--- src/design/lpht_pkg.sv ---
package lpht_pkg;

   // Widths of the fields as they travel on the ports.
   localparam int KIND_W       = 2;
   localparam int KEY_PORT_W   = 16;
   localparam int VALUE_PORT_W = 16;
   localparam int STATUS_W     = 2;
   localparam int SLOT_PORT_W  = 4;
   localparam int FOUND_W      = 16;
   localparam int REQ_DATA_W   = KEY_PORT_W + VALUE_PORT_W;
   localparam int RSP_DATA_W   = 24;

   // Operation codes carried on req_tuser.
   localparam logic [KIND_W-1:0] KIND_INSERT = 2'd0;
   localparam logic [KIND_W-1:0] KIND_SEARCH = 2'd1;
   localparam logic [KIND_W-1:0] KIND_DELETE = 2'd2;

   // Result codes carried on rsp_tuser.
   localparam logic [STATUS_W-1:0] STATUS_OK      = 2'd0;
   localparam logic [STATUS_W-1:0] STATUS_MISSING = 2'd1;
   localparam logic [STATUS_W-1:0] STATUS_FULL    = 2'd2;

   typedef enum logic [2:0] {
      S_CLEAR,
      S_IDLE,
      S_HOME,
      S_ISSUE,
      S_PROBE
   } state_type;

endpackage

--- src/design/lpht_home.sv ---
// Home slot of a key: the key modulo the table size. A power-of-two table takes
// the low bits into a register. Any other size multiplies the key by a rounded-up
// reciprocal of the table size to get the exact quotient, which is registered. The
// next cycle multiplies that quotient back and subtracts it from the key, and the
// difference is registered as the home slot.
module lpht_home
   import lpht_pkg::*;
#(
   parameter int TABLE_SLOTS = 16,
   parameter int KEY_W       = 16
) (
   input  logic                           clock,
   input  logic                           reset,
   input  logic                           start,
   input  logic [KEY_W-1:0]               key,
   output logic                           done,
   output logic [$clog2(TABLE_SLOTS)-1:0] home
);

   localparam int SW = $clog2(TABLE_SLOTS);
   localparam bit POW2 = (TABLE_SLOTS & (TABLE_SLOTS - 1)) == 0;

   generate
      if (POW2) begin : g_mask
         logic [SW+KEY_W-1:0] key_ext;
         logic [SW-1:0]       home_ff;
         logic                done_ff;

         assign key_ext = {{SW{1'b0}}, key};

         always_ff @(posedge clock) begin
            if (reset) begin
               done_ff <= 1'b0;
            end else begin
               done_ff <= start;
            end
            if (start) begin
               home_ff <= key_ext[SW-1:0];
            end
         end

         assign done = done_ff;
         assign home = home_ff;
      end else begin : g_recip
         // With 2^(SW-1) < TABLE_SLOTS < 2^SW, the multiplier
         // floor(2^(KEY_W+SW) / TABLE_SLOTS) + 1 gives the exact quotient for
         // every KEY_W-bit key after a shift right by KEY_W + SW.
         localparam int QW = KEY_W + SW;
         localparam int PW = 2 * KEY_W + SW;
         localparam int SH = KEY_W + SW;
         localparam logic [63:0] RECIP = ((64'd1 << SH) / 64'(TABLE_SLOTS)) + 64'd1;
         localparam logic [PW-1:0] RECIP_P = PW'(RECIP);
         localparam logic [QW-1:0] SLOTS_Q = QW'(TABLE_SLOTS);

         logic [PW-1:0]    product;
         logic [KEY_W-1:0] quot_ff;
         logic [KEY_W-1:0] key_ff;
         logic [QW-1:0]    back;
         logic [QW-1:0]    diff;
         logic [SW-1:0]    rem_ff;
         logic             stage_ff;
         logic             done_ff;

         assign product = {{(PW - KEY_W){1'b0}}, key} * RECIP_P;
         assign back    = {{SW{1'b0}}, quot_ff} * SLOTS_Q;
         assign diff    = {{SW{1'b0}}, key_ff} - back;

         always_ff @(posedge clock) begin
            if (reset) begin
               stage_ff <= 1'b0;
               done_ff  <= 1'b0;
            end else begin
               stage_ff <= start;
               done_ff  <= stage_ff;
            end
            if (start) begin
               quot_ff <= product[SH +: KEY_W];
               key_ff  <= key;
            end
            if (stage_ff) begin
               rem_ff <= diff[SW-1:0];
            end
         end

         assign done = done_ff;
         assign home = rem_ff;
      end
   endgenerate

endmodule

--- src/design/linear_probe_hash_table.sv ---
// Open-addressing hash table with linear probing. Each request word carries an
// operation on req_tuser (insert, search or delete) and a key and value on
// req_tdata; each request returns exactly one response word with a status on
// rsp_tuser and the slot and found value on rsp_tdata. Insert takes the first
// empty slot from the key's home slot (key modulo TABLE_SLOTS) onward without a
// duplicate check; search and delete stop at an empty slot or a matching key,
// and delete simply empties the slot. Every probe gives up after one full pass
// and reports table full or key not found. The table lives in one synchronous
// RAM whose words hold a used flag, the key and the value. After reset the
// block sweeps the RAM to empty and holds req_tready low meanwhile. The home
// slot of a table whose size is not a power of two is found by a reciprocal
// multiplication. The probe loop reads one RAM word per cycle. A finished
// response waits in an output register, so a new request is taken while the
// previous response is pending; a probe that finishes while that register is
// still full waits there until the receiver takes the word.
module linear_probe_hash_table
   import lpht_pkg::*;
#(
   parameter int TABLE_SLOTS = 16,
   parameter int KEY_BITS    = 16,
   parameter int VALUE_BITS  = 16
) (
   input  logic                  clock,
   input  logic                  reset,
   // Request channel.
   input  logic                  req_tvalid,
   output logic                  req_tready,
   input  logic [REQ_DATA_W-1:0] req_tdata,  // [15:0] lookup_key, [31:16] entry_value
   input  logic [KIND_W-1:0]     req_tuser,  // [1:0] kind
   // Response channel.
   output logic                  rsp_tvalid,
   input  logic                  rsp_tready,
   output logic [RSP_DATA_W-1:0] rsp_tdata,  // [3:0] slot_index, [19:4] found_value, [23:20] zero
   output logic [STATUS_W-1:0]   rsp_tuser   // [1:0] status
);

   // Stored key and value widths never exceed what the ports can carry.
   localparam int KEY_W = (KEY_BITS < KEY_PORT_W) ? KEY_BITS : KEY_PORT_W;
   localparam int VW    = (VALUE_BITS < VALUE_PORT_W) ? VALUE_BITS : VALUE_PORT_W;
   localparam int SW    = $clog2(TABLE_SLOTS);
   localparam int MW    = 1 + KEY_W + VW;
   localparam logic [SW-1:0] LAST_SLOT = SW'(TABLE_SLOTS - 1);

   // The table RAM: {used, key, value} per slot.
   logic [MW-1:0] table_mem [TABLE_SLOTS];
   logic [MW-1:0] rd_q;
   logic [SW-1:0] rd_addr;
   logic [SW-1:0] wr_addr;
   logic [MW-1:0] wr_data;
   logic          wr_en;

   state_type state_ff, state_in;

   // Request held for the duration of the probe.
   logic [KIND_W-1:0] kind_ff, kind_in;
   logic [KEY_W-1:0]  key_ff, key_in;
   logic [VW-1:0]     value_ff, value_in;

   // Slot whose word is in rd_q during probing, and how many slots were passed.
   // During the clearing pass addr_ff walks the RAM instead.
   logic [SW-1:0] addr_ff, addr_in;
   logic [SW-1:0] count_ff, count_in;
   logic [SW-1:0] next_addr;

   // Output register.
   logic                   rsp_valid_ff, rsp_valid_in;
   logic [STATUS_W-1:0]    status_ff, status_in;
   logic [SLOT_PORT_W-1:0] slot_ff, slot_in;
   logic [FOUND_W-1:0]     found_ff, found_in;

   // Home slot unit.
   logic          home_start;
   logic          home_done;
   logic [SW-1:0] home;

   // Probe decision.
   logic                   accept;
   logic                   out_free;
   logic                   stop;
   logic                   finish;
   logic                   rd_used;
   logic [KEY_W-1:0]       rd_key;
   logic [VW-1:0]          rd_value;
   logic [STATUS_W-1:0]    res_status;
   logic [VW-1:0]          res_value;
   logic                   res_write;
   logic [MW-1:0]          res_word;
   logic [SW+SLOT_PORT_W-1:0] slot_ext;
   logic [VW+FOUND_W-1:0]     value_ext;

   assign accept     = req_tvalid && req_tready;
   assign home_start = accept;
   assign out_free   = !rsp_valid_ff || rsp_tready;

   assign rd_used  = rd_q[MW-1];
   assign rd_key   = rd_q[KEY_W+VW-1:VW];
   assign rd_value = rd_q[VW-1:0];

   assign next_addr = (addr_ff == LAST_SLOT) ? '0 : addr_ff + SW'(1);

   lpht_home #(
      .TABLE_SLOTS (TABLE_SLOTS),
      .KEY_W       (KEY_W)
   ) u_home (
      .clock (clock),
      .reset (reset),
      .start (home_start),
      .key   (req_tdata[KEY_W-1:0]),
      .done  (home_done),
      .home  (home)
   );

   // Decide what the word in rd_q means for the request being probed. A stop
   // that lands while the output register is still full waits; the same slot is
   // then read again so that rd_q keeps its word.
   always_comb begin
      stop       = 1'b0;
      res_status = STATUS_MISSING;
      res_value  = '0;
      res_write  = 1'b0;
      res_word   = {1'b1, key_ff, value_ff};
      case (kind_ff) inside
         KIND_INSERT: begin
            if (!rd_used) begin
               stop       = 1'b1;
               res_status = STATUS_OK;
               res_write  = 1'b1;
            end else if (count_ff == LAST_SLOT) begin
               stop       = 1'b1;
               res_status = STATUS_FULL;
            end
         end
         KIND_SEARCH, KIND_DELETE: begin
            if (!rd_used) begin
               stop = 1'b1;
            end else if (rd_key == key_ff) begin
               stop       = 1'b1;
               res_status = STATUS_OK;
               res_value  = rd_value;
               res_write  = (kind_ff == KIND_DELETE);
               res_word   = {1'b0, rd_key, rd_value};
            end else if (count_ff == LAST_SLOT) begin
               stop = 1'b1;
            end
         end
         default: begin
            // An unknown operation touches nothing and reports a miss.
            stop = 1'b1;
         end
      endcase
   end

   assign finish    = (state_ff == S_PROBE) && stop && out_free;
   assign slot_ext  = {{SLOT_PORT_W{1'b0}}, addr_ff};
   assign value_ext = {{FOUND_W{1'b0}}, res_value};

   // Next state.
   always_comb begin
      state_in = state_ff;
      unique case (state_ff)
         S_CLEAR: begin
            if (addr_ff == LAST_SLOT) begin
               state_in = S_IDLE;
            end
         end
         S_IDLE: begin
            if (accept) begin
               state_in = S_HOME;
            end
         end
         S_HOME: begin
            if (home_done) begin
               state_in = S_ISSUE;
            end
         end
         S_ISSUE: begin
            state_in = S_PROBE;
         end
         S_PROBE: begin
            if (finish) begin
               state_in = S_IDLE;
            end
         end
         default: begin
            state_in = S_CLEAR;
         end
      endcase
   end

   // Outputs, RAM controls and datapath registers.
   always_comb begin
      req_tready   = 1'b0;
      rd_addr      = addr_ff;
      wr_en        = 1'b0;
      wr_addr      = addr_ff;
      wr_data      = res_word;
      addr_in      = addr_ff;
      count_in     = count_ff;
      kind_in      = kind_ff;
      key_in       = key_ff;
      value_in     = value_ff;
      rsp_valid_in = rsp_valid_ff && !rsp_tready;
      status_in    = status_ff;
      slot_in      = slot_ff;
      found_in     = found_ff;
      unique case (state_ff)
         S_CLEAR: begin
            wr_en   = 1'b1;
            wr_data = '0;
            addr_in = next_addr;
         end
         S_IDLE: begin
            req_tready = 1'b1;
            if (accept) begin
               kind_in  = req_tuser;
               key_in   = req_tdata[KEY_W-1:0];
               value_in = req_tdata[KEY_PORT_W +: VW];
            end
         end
         S_HOME: begin
            addr_in  = home;
            count_in = '0;
         end
         S_ISSUE: begin
            rd_addr = addr_ff;
         end
         S_PROBE: begin
            if (!stop) begin
               // Read ahead at the next slot; the word arrives next cycle.
               rd_addr  = next_addr;
               addr_in  = next_addr;
               count_in = count_ff + SW'(1);
            end else if (finish) begin
               wr_en        = res_write;
               rsp_valid_in = 1'b1;
               status_in    = res_status;
               slot_in      = (res_status == STATUS_OK) ? slot_ext[SLOT_PORT_W-1:0] : '0;
               found_in     = value_ext[FOUND_W-1:0];
            end
         end
         default: begin
            rd_addr = addr_ff;
         end
      endcase
   end

   always_ff @(posedge clock) begin
      if (reset) begin
         state_ff     <= S_CLEAR;
         addr_ff      <= '0;
         count_ff     <= '0;
         rsp_valid_ff <= 1'b0;
      end else begin
         state_ff     <= state_in;
         addr_ff      <= addr_in;
         count_ff     <= count_in;
         rsp_valid_ff <= rsp_valid_in;
      end
      kind_ff   <= kind_in;
      key_ff    <= key_in;
      value_ff  <= value_in;
      status_ff <= status_in;
      slot_ff   <= slot_in;
      found_ff  <= found_in;
   end

   // Single-port-write, single-port-read RAM with a registered read.
   always_ff @(posedge clock) begin
      if (wr_en) begin
         table_mem[wr_addr] <= wr_data;
      end
      rd_q <= table_mem[rd_addr];
   end

   assign rsp_tvalid = rsp_valid_ff;
   assign rsp_tuser  = status_ff;
   assign rsp_tdata  = {{(RSP_DATA_W - FOUND_W - SLOT_PORT_W){1'b0}}, found_ff, slot_ff};

endmodule

--- config.mk ---
export PLATFORM = sky130hd
export DESIGN_NAME = linear_probe_hash_table
export DESIGN_NICKNAME = d
export VERILOG_FILES = /design/src/design/lpht_pkg.sv /design/src/design/lpht_home.sv /design/src/design/linear_probe_hash_table.sv
export SDC_FILE = /design/constraint.sdc
export NUM_CORES = 1
export LEC_CHECK = 0
export ABC_AREA = 1
export BUFFER_PORTS_ARGS = -buffer_cell sky130_fd_sc_hd__buf_2
export CAP_MARGIN = 0
export CORE_MARGIN = 1.5
export CORE_UTILIZATION = 45
export DETAILED_ROUTE_END_ITERATION = 16
export MAX_ROUTING_LAYER = met4
export SYNTH_ARGS = -nofsm -noshare
export SYNTH_HDL_FRONTEND = slang
export SYNTH_SLANG_ARGS = --single-unit
--- constraint.sdc ---
create_clock -name clock -period 4.64 [get_ports clock]
set_input_delay 0.928 -clock clock [delete_from_list [all_inputs] [get_ports clock]]
set_output_delay 0.928 -clock clock [all_outputs]
set_load 0.01 [all_outputs]
# Yosys cells after proc, flatten, opt, wreduce, memory -nomap -nowiden
# Memories as Yosys holds them, arrays and structs flattened. A register that Yosys moved wholly into a read port is not among the register bits.
# Index checks and enable logic that the tools add are counted.
classes:
  add_sub_neg: 2
  eq_ne: 14
  mux: 42
  n_bitwise: 3
  reduce_logical: 18
op_table:
  columns: ["cell", "n"]
  rows:
  - ["$mux W33", 5]
  - ["$mux W1", 21]
  - ["$eq A16 B16 Y1", 1]
  - ["$mux W4", 4]
  - ["$pmux W3 S5", 1]
  - ["$mux W3", 4]
  - ["$pmux W4 S3", 1]
  - ["$add A4 B1 Y4 const B", 2]
  - ["$eq A4 B4 Y1 const B", 2]
  - ["$mux W2", 4]
  - ["$pmux W4 S2", 1]
  - ["$eq A3 B2 Y1 const B", 2]
  - ["$ne A2 B2 Y1 const B", 3]
  - ["$logic_and A1 B1 Y1", 4]
  - ["$logic_not A2 Y1", 2]
  - ["$ne A2 B1 Y1 const B", 2]
  - ["$reduce_and A2 Y1", 2]
  - ["$reduce_and A4 Y1", 1]
  - ["$reduce_or A4 Y1", 1]
  - ["$eq A3 B1 Y1 const B", 1]
  - ["$eq A3 B3 Y1 const B", 1]
  - ["$logic_not A3 Y1", 1]
  - ["$not A1 Y1", 3]
  - ["$reduce_and A3 Y1", 1]
  - ["other kinds (8)", 9]
totals:
  regBits: 73
  mem_bits_rw: 528
  input_bits: 38
  out_inout_bits: 28
  word_cells: 92
  n_memories: 1
mem_list:
  columns: ["name", "words", "word_bits", "read_ports", "rd_ports_with_merged_regs", "wr", "line", "text"]
  rows:
  - ["table_mem", 16, 33, 1, 1, 1, "linear_probe_hash_table.sv:45", "logic [MW-1:0] table_mem [TABLE_SLOTS];"]

# Logic depth before layout (Yosys ltp)
# Gate-level depths: netlist (run 1).
depth:
  depth_word: 13
  mapped_depth: 20
  ltp_nobuf: 18

# Modules after synthesis
# A second synthesis (run 1) with hierarchy kept.
unflattened:
  hier_cells: 2647
  area_unflattened_um2: 27396.3
modules_own_cells:
  columns: ["module", "n_inst", "cells_per_inst", "area_each_um2", "seq_area_each_um2"]
  rows:
  - ["linear_probe_hash_table", 1, 2640, 27246.1, 18437.7]
  - ["lpht_home", 1, 7, 150.1, 140.1]

# Worst setup path after synthesis (run 1)
# OpenSTA, ideal clock, no wires.
synth_path:
  path_type: "reg-to-reg"
  startpoint: "reg count_ff[0]"
  endpoint: "mem table_mem[15][0] (netlist name), enable pin"
  setup_ns: 0.434
  arrival_time_ns: 3.385
  required_time_ns: 4.206
  slack_ns: 0.821
  path_stages_with_launch: 12
  path_buffers: 0
  period_less_slack_ns: 3.819
  cell_sequence: "dfxtp_1 > ha_1 > inv_1 > nor3_1 > inv_1 > nand2_1 > nand2_4 > nor3_2 > nand2_1 > inv_2 > nand2_1 > a21oi_1"
synth_between:
  elab_chain_len: 13
  elab_cells_between_ends: 14
  classes_between: "1 x eq/ne; 11 x mux; 2 x reduce/logical"
synth_lines:
  columns: ["element", "line", "text"]
  rows:
  - ["start, declared", "linear_probe_hash_table.sv:62", "logic [SW-1:0] count_ff, count_in;"]
  - ["start signal, assigned", "linear_probe_hash_table.sv:256", "count_ff <= count_in;"]
  - ["$eq A4 B4 Y1 *", "linear_probe_hash_table.sv:128, linear_probe_hash_table.sv:142", null]
  - ["$mux W1 *", "linear_probe_hash_table.sv:128, linear_probe_hash_table.sv:142", null]
  - ["$mux W1", "linear_probe_hash_table.sv:136", "end else if (rd_key == key_ff) begin"]
  - ["$mux W1", "linear_probe_hash_table.sv:134", "if (!rd_used) begin"]
  - ["$mux W1", "linear_probe_hash_table.sv:122", "case (kind_ff) inside"]
  - ["$mux W1 *", "linear_probe_hash_table.sv:122", null]
  - ["$logic_and A1 B1 Y1 (2 in series)", "linear_probe_hash_table.sv:153", "assign finish = (state_ff == S_PROBE) && stop && out_free;"]
  - ["$mux W1", "linear_probe_hash_table.sv:233", "end else if (finish) begin"]
  - ["$mux W1 *", "linear_probe_hash_table.sv:228", "if (!stop) begin"]
  - ["$pmux W1 S2 *", "linear_probe_hash_table.sv:206", "unique case (state_ff)"]
  - ["$mux W1 *", "linear_probe_hash_table.sv:269", "if (wr_en) begin"]
  - ["$mux W1 (implied by the code) *", "linear_probe_hash_table.sv:270", "table_mem[wr_addr] <= wr_data;"]
  - ["end, declared", "linear_probe_hash_table.sv:45", null]
# Every way passes the cells marked *; elsewhere a longest branch is shown, timed or not.

# Worst setup path after layout (run 1)
layout_path:
  startpoint: "reg key_ff[3]"
  endpoint: "mem table_mem[9][21] (netlist name), enable pin"
layout_between:
  elab_chain_len: 12
  elab_cells_between_ends: 16
  classes_between: "1 x eq/ne; 13 x mux; 2 x reduce/logical"
layout_lines:
  columns: ["element", "line", "text"]
  rows:
  - ["start, declared", "linear_probe_hash_table.sv:56", "logic [KEY_W-1:0] key_ff, key_in;"]
  - ["start signal, assigned", "linear_probe_hash_table.sv:260", "key_ff <= key_in;"]
  - ["$eq A16 B16 Y1 *", "linear_probe_hash_table.sv:136", null]
  - ["$mux W1", "linear_probe_hash_table.sv:136", null]
  - ["$mux W1", "linear_probe_hash_table.sv:134", null]
  - ["$mux W1 (2 in series)", "linear_probe_hash_table.sv:122", null]
  - ["$logic_and A1 B1 Y1 (2 in series)", "linear_probe_hash_table.sv:153", null]
  - ["$mux W1", "linear_probe_hash_table.sv:233", null]
  - ["$mux W1 *", "linear_probe_hash_table.sv:228", null]
  - ["$pmux W1 S2 *", "linear_probe_hash_table.sv:206", null]
  - ["$mux W1 *", "linear_probe_hash_table.sv:269", null]
  - ["$mux W1 (implied by the code) *", "linear_probe_hash_table.sv:270", null]
# Marked as above.

==> qor.csv, run 1 <==
metric,value,unit
Area Overhead vs Synth,12.5,%
clk sinks,630,
worst-path maximum fanout,33,
Reg power frac,46.4,%
Final Cycle Share,77.5,%
DRC Markers,0,
share of cells above drive strength 1,9.13,%
grt ovf,0,
vias per cell,5.36,
Slew Limit Fails,0,
post-route ant nets,0,
critical path's top delay family,simple AND/OR/NAND/NOR gates,
Synth Register Bits,630,
Routability Congestion,0.884,
placed cell area,28000,um^2
Setup TNS,0,ps
final setup fails,0,
1st-iter DRT viols,1583,
Slew @ Worst Pin,1220,ps
Net Sw Frac,31.2,%
Core Area,58900,um^2
DR WL/cell,20.2,um
Area contributors post-synth,"edfxtp_1 (65%), nand3_1 (11%), nand2_1 (9.2%), inv_1 (4.7%), dfxtp_1 (3.4%)",
status,"complete, no violations",
Synth top area share,65.4,%
CTS buffer count,68,
Crit path required time,4850,ps
Avg Inst Size Synth,10.6,um^2
CP bufs+invs,2,
largest net degree at the start of global routing,173,
# Post-CTS Setup Buffers,0,
First-pass DRT Iterations,7,
HP Start,count_ff[1]$_SDFFE_PP0P_,
Mapped Cells,2522,
first-pass GRT wire length,105000,um
initial antenna violation count,0,
Detail Placement HPWL,35700,um
Die H,247,um
Die ar.,61100,um^2
Leak,12.5,nW
Min-Delay Path Depth,2,
reg2reg path depth,16,
ant diodes,0,
crit path kind,register to register,
Worst Hold Class,register to register,
Die X,247,um
Max Cap Violations,0,
Internal,0.0113,W
IO buf count,61,
slew margin rel.,18.6,%
Post-layout nets,2597,
TritonCTS clock tree,built,
total power,0.0163,W
Max Clock Skew,25.8,ps
"Seq/Total Area, Yosys",68.8,%
"most used cell, CP",nand2_1,
PD cells,542,nW/um^2
FF-to-FF setup slack,1040,ps
clock power share,31.6,%
Vias,18100,
Starting Density,45.5,%
Max VDD drop,494,uV
fmax,278,MHz
Root Driver,clkbuf_16,
WHS Endpoint,count_ff[1]$_SDFFE_PP0P_,
CP Launch Type,register,
Tot GR Track Use,23.4,%
Ys Warns,0,
WL final,68300,um
CP max-delay cell,buf_4,
H-tree levels,3,
clk_lat worst skew,600,ps
FF-to-FF End,table_mem[9][21]$_DFFE_PP_,
post-layout util,51.2,%
CTS max path bufs,3,
Critical Path AT,3810,ps
final hold violation count,0,
CP endpoint kind,register,
Comb power frac,22.0,%
unique cell type count in the Yosys netlist,30,
clock slew at reported path FFs,60,ps
NetSw,0.00510,W
Final min period,3600,ps
CTS Hold Buffers Added,0,
crit-path max cell delay,580,ps
Reg2Reg Launch Point,key_ff[3]$_DFFE_PP_,
final instance area,30200,um^2
Boundary Pins,66,
critical path cell sequence,"nand2_1, nand2_1, nor2_1, nand2_1, nor2_1, nand2_1, nand2_2, nand2_4, nor3_2, nand2_1, inv_2, nand2_1, nand2_1, nand2_1, nor2_4, buf_4",
Netlist Area Pre-Place,26800,um^2
dominant cell type by area after synthesis,edfxtp_1,
post_cts resized,0,
vias in the first global route,17400,
Row Count,89,
RSZ-0062 raised after global routing,no,
==> synth_stat cells <==
cell and number:
buf_1 6, nand2_4 2, a22o_1 16, xor2_1 2, nand2_1 654, ha_1 7
o21ai_0 8, a31oi_1 1, buf_2 87, nand2_2 3, nor3_1 8, clkinv_1 1
nand3_1 598, conb_1 1, buf_4 36, a21oi_1 13, nor2_1 74, a211oi_1 1
inv_2 13, nand3_2 1, nor2_2 1, dfxtp_1 46, o2111ai_1 3, nor3_2 1
o21ai_2 1, clkbuf_1 16, inv_1 336, edfxtp_1 584, o21a_1 1, a221oi_1 1
==> sequential cells by signal, summed over array words and instances (netlist names) <==
name,count
rd_q,33
addr_ff,4
key_ff,13
slot_ff,4
count_ff,4
found_ff,16
rsp_tuser,2
value_ff,16
kind_ff,2
table_mem,528
rsp_tvalid,1
u_home.done,1
u_home.home,3
state_ff,3
==> worst max-delay path by stage <==
stage / slack (ps) / startpoint / endpoint / depth (start not counted)
4_1_cts: 1080 / key_ff[3]$_DFFE_PP_ / table_mem[9][21]$_DFFE_PP_ / 16
3_3_place_gp: 1170 / key_ff[3]$_DFFE_PP_ / rd_q[9]$_DFF_P_ / 17
2_1_floorplan: 820 / count_ff[0]$_SDFFE_PP0P_ / table_mem[15][0]$_DFFE_PP_ / 11
6_report: 1040 / key_ff[3]$_DFFE_PP_ / table_mem[9][21]$_DFFE_PP_ / 16
5_1_grt: 830 / key_ff[3]$_DFFE_PP_ / table_mem[13][3]$_DFFE_PP_ / 16
3_5_place_dp: 1090 / key_ff[3]$_DFFE_PP_ / table_mem[9][16]$_DFFE_PP_ / 16
==> cell families after synthesis <==
group,after synthesis,synth area share [%]
AOI/OAI and AO/OA,45,1.16
xor gates and xnor gates,2,0.0653
adders and majority gates,7,0.327
buffers and inverters,495,7.84
DFF,630,68.8
other,1,0.0140
and+or+nand+nor,1342,21.8
==> metrics by stage <==
step                      instances  setup WS [ps]  hold WS [ps]
final                          3381           1040           497
after global routing           3381            825           466
after CTS                      3381           1080           466
after detailed placement       3255           1090           486
after global placement         3255           1170           471
after floorplan                2525            821           456
==> routing by layer <==
| layer | up-vias | track usage [%] | wire, um |
|---|---|---|---|
| met3 | 118 | 3.69 | 4060 |
| met4 | 0 | 7.07 | 1690 |
| met5 | - | - | 0 |
| met1 | 8888 | 31.3 | 30100 |
| met2 | 606 | 37.0 | 32400 |
| li1 | 8494 | - | - |
==> worst min-delay path: cells and delay by family, from the launching register on <==
family	cells	cell delay (ps)
compound gates	1	70
buf+inv	1	70
flops	1	310
==> power groups by stage <==
| stage | Sequential [W] | Combinational [W] | Clock (W) |
|---|---|---|---|
| final | 0.00758 | 0.00360 | 0.00516 |
| after CTS | 0.00758 | 0.00362 | 0.00525 |
| after global routing | 0.00764 | 0.00399 | 0.00546 |
| after global placement | 0.00768 | 0.00356 | 0 |
| after floorplan | 0.00763 | 0.00232 | 0 |
| after detailed placement | 0.00770 | 0.00360 | 0 |
==> final cells by class <==
cell class	instances	area, um^2
clock buffers	101	1980
clock inverters	25	154
fillers	5147	28700
inverters	350	1320
multi-input cells	1400	6440
flip-flops and latches	630	18500
well taps	773	967
repair buffers	102	851
==> layout by cell type, fill, tap and decap left out <==
master,n
nand2_1,652
nand3_1,598
edfxtp_1,584
inv_1,336
clkbuf_16,71
buf_2,61
nor2_1,57
dfxtp_1,46
buf_4,22
clkbuf_1,21
buf_12,19
nor2_4,16
a22o_1,16
inv_2,12
a21oi_1,12
clkinv_1,12
clkbuf_8,9
nor3_1,8
o21ai_0,8
ha_1,7
clkinv_2,5
clkinvlp_4,5
nand2_4,4
conb_1,4
o2111ai_1,3
nor2_2,2
nand2_2,2
xor2_1,2
clkinv_8,2
inv_6,2
nor3_2,1
a21oi_4,1
a221oi_1,1
o21a_1,1
a211oi_1,1
a31oi_1,1
nand2_8,1
nand3_4,1
inv_4,1
o21ai_4,1
No activity file was read; power rests on OpenSTA's default activity.
==> run 2, diff against run 1 <==
clock period = 3 ns   (was 4.64 ns; I/O delays follow)
==> qor.csv, run 2 (synthesized netlist as in run 1, its figures left out) <==
metric,value,unit,change
final hold violation count,0,,unchanged
FF-to-FF setup slack,250,ps,-800 ps
final setup fails,0,,unchanged
most frequent cells in the layout,"nand2_1 (648), nand3_1 (598), edfxtp_1 (584)",,
CTS buffer count,68,,unchanged
vias in the first global route,18100,,+4.0%
largest reg by FF count,table_mem,,
Setup TNS,0,ps,unchanged
Starting Density,45.5,%,unchanged
Slew Limit Fails,0,,unchanged
slew margin rel.,25.1,%,+6.5 points
vias per cell,5.35,,-0.12%
post-layout util,53.3,%,+2.0 points
Die X,247,um,unchanged
Core Area,58900,um^2,unchanged
Largest regs,"table_mem (528), rd_q (33)",,
Hold WS,159,ps,-338 ps
critical path cell sequence,"nand2_1, nand2_1, nor2_1, nand2_1, nor2_1, nand2_1, nand2_2, nand2_4, nand2_4, nand2_1, nand2_4, buf_12, nand3_1, nand3_1, nand3_1, nand2_1",,
Boundary Pins,66,,unchanged
Routability Congestion,0.914,,+3.4%
IO buf count,61,,unchanged
PD cells,844,nW/um^2,+56%
CP bufs+invs,1,,-1
post-route ant nets,0,,unchanged
DR WL/cell,21.4,um,+5.7%
CTS Hold Buffers Added,0,,unchanged
initial antenna violation count,0,,unchanged
First-pass DRT Iterations,6,,-1
clk sinks,630,,unchanged
Row Count,89,,unchanged
CP endpoint kind,register,,
WL final,73800,um,+8.0%
largest net degree at the start of global routing,96,,-45%
max reg flops,528,,unchanged
ant diodes,0,,unchanged
"most common cell after layout, fill and taps aside",nand2_1,,
Worst Hold Class,input pin to register,,
DRC Markers,0,,unchanged
Die H,247,um,unchanged
Final min period,2750,ps,-844 ps
HP Start,req_tdata[10],,
Slew @ Worst Pin,1120,ps,-94.0 ps
worst-path maximum fanout,71,,+120%
Final Cycle Share,91.8,%,+14 points
grt ovf,0,,unchanged
1st-iter DRT viols,1456,,-8.0%
Post-layout nets,2674,,+3.0%
Detail Placement HPWL,46000,um,+29%
reg2reg path depth,16,,unchanged
clock slew at reported path FFs,60,ps,about the same
Max Clock Skew,17.4,ps,-8.38 ps
CP max-delay cell,edfxtp_1,,
critical path's top delay family,simple AND/OR/NAND/NOR gates,,
Reg2Reg Launch Point,key_ff[7]$_DFFE_PP_,,
RSZ-0062 raised after global routing,no,,
Tot GR Track Use,25.4,%,+2.0 points
clk_lat worst skew,620,ps,+20 ps
Max Cap Violations,0,,unchanged
crit-path max cell delay,380,ps,-200 ps
status,"complete, no violations",,
H-tree levels,3,,unchanged
placed insts,3332,,+2.4%
Min-Delay Path Depth,1,,-1
first-pass GRT wire length,111000,um,+6.2%
TritonCTS clock tree,built,,
share of cells above drive strength 1,12.3,%,+3.2 points
CP Launch Type,register,,
Critical Path AT,3290,ps,-520 ps
Max VDD drop,578,uV,+17%
Area Overhead vs Synth,17.0,%,
Root Driver,clkbuf_16,,
CTS max path bufs,3,,unchanged
Crit path required time,3540,ps,-1310 ps
Die ar.,61100,um^2,unchanged
Vias,18500,,+2.1%
"most used cell, CP",nand2_1,,
non-filler instance count after layout,3455,,+2.2%
FF-to-FF End,rd_q[22]$_DFF_P_,,
WHS Endpoint,key_ff[10]$_DFFE_PP_,,
Leak,13.1,nW,+4.6%
crit path kind,register to register,,
fmax,363,MHz,+31%
run 2: worst max-delay path by stage:
| stage | from | end | depth (start not counted) |
|---|---|---|---|
| final | key_ff[7]$_DFFE_PP_ | rd_q[22]$_DFF_P_ | 16 |
| after global routing | key_ff[3]$_DFFE_PP_ | table_mem[3][16]$_DFFE_PP_ | 14 |
| after CTS | key_ff[7]$_DFFE_PP_ | table_mem[12][23]$_DFFE_PP_ | 14 |
| after detailed placement | key_ff[7]$_DFFE_PP_ | table_mem[12][27]$_DFFE_PP_ | 14 |
| after global placement | key_ff[7]$_DFFE_PP_ | table_mem[1][4]$_DFFE_PP_ | 14 |
| after floorplan | count_ff[0]$_SDFFE_PP0P_ | table_mem[0][0]$_DFFE_PP_ | 13 |
run 2: per-layer routing:
| metal | GRT usage [%] | part of all wire (%) |
|---|---|---|
| met3 | 3.17 | 5.1 |
| met5 | - | 0 |
| met4 | 13.5 | 5.5 |
| met1 | 31.3 | 40 |
| met2 | 41.0 | 49 |
run 2: what timing repair did:
item	4_1_cts	5_1_grt
resized for setup	0	5
setup buffers	0	0
endpoints found under the setup margin	0	495
endpoints found under the hold margin	0	0
run 2: area by class of cell:
type | count | area, um^2
Fill cell | 5074 | 27500
Sequential cell | 630 | 18500
Inverter | 350 | 1320
Tap cell | 773 | 967
Clock inverter | 30 | 236
Clock buffer | 93 | 1920
Timing Repair Buffer | 179 | 1990
Multi-Input combinational cell | 1400 | 6480
run 2: where the power goes:
group,switching [W],internal (W),total [W]
combinational,0.00473,0.00192,0.00665
sequential,0.000333,0.0114,0.0117
clock,0.00339,0.00475,0.00814
run 2: per-stage QoR:
| stage | cell area (um^2) | worst slack, ps | power [W] |
|---|---|---|---|
| floorplan | 26900 | -306 | 0.0154 |
| global placement | 29200 | 205 | 0.0184 |
| detailed placement | 29200 | 101 | 0.0185 |
| CTS | 31400 | 77.8 | 0.0266 |
| global route | 31400 | 16.0 | 0.0276 |
| finish | 31400 | 246 | 0.0265 |
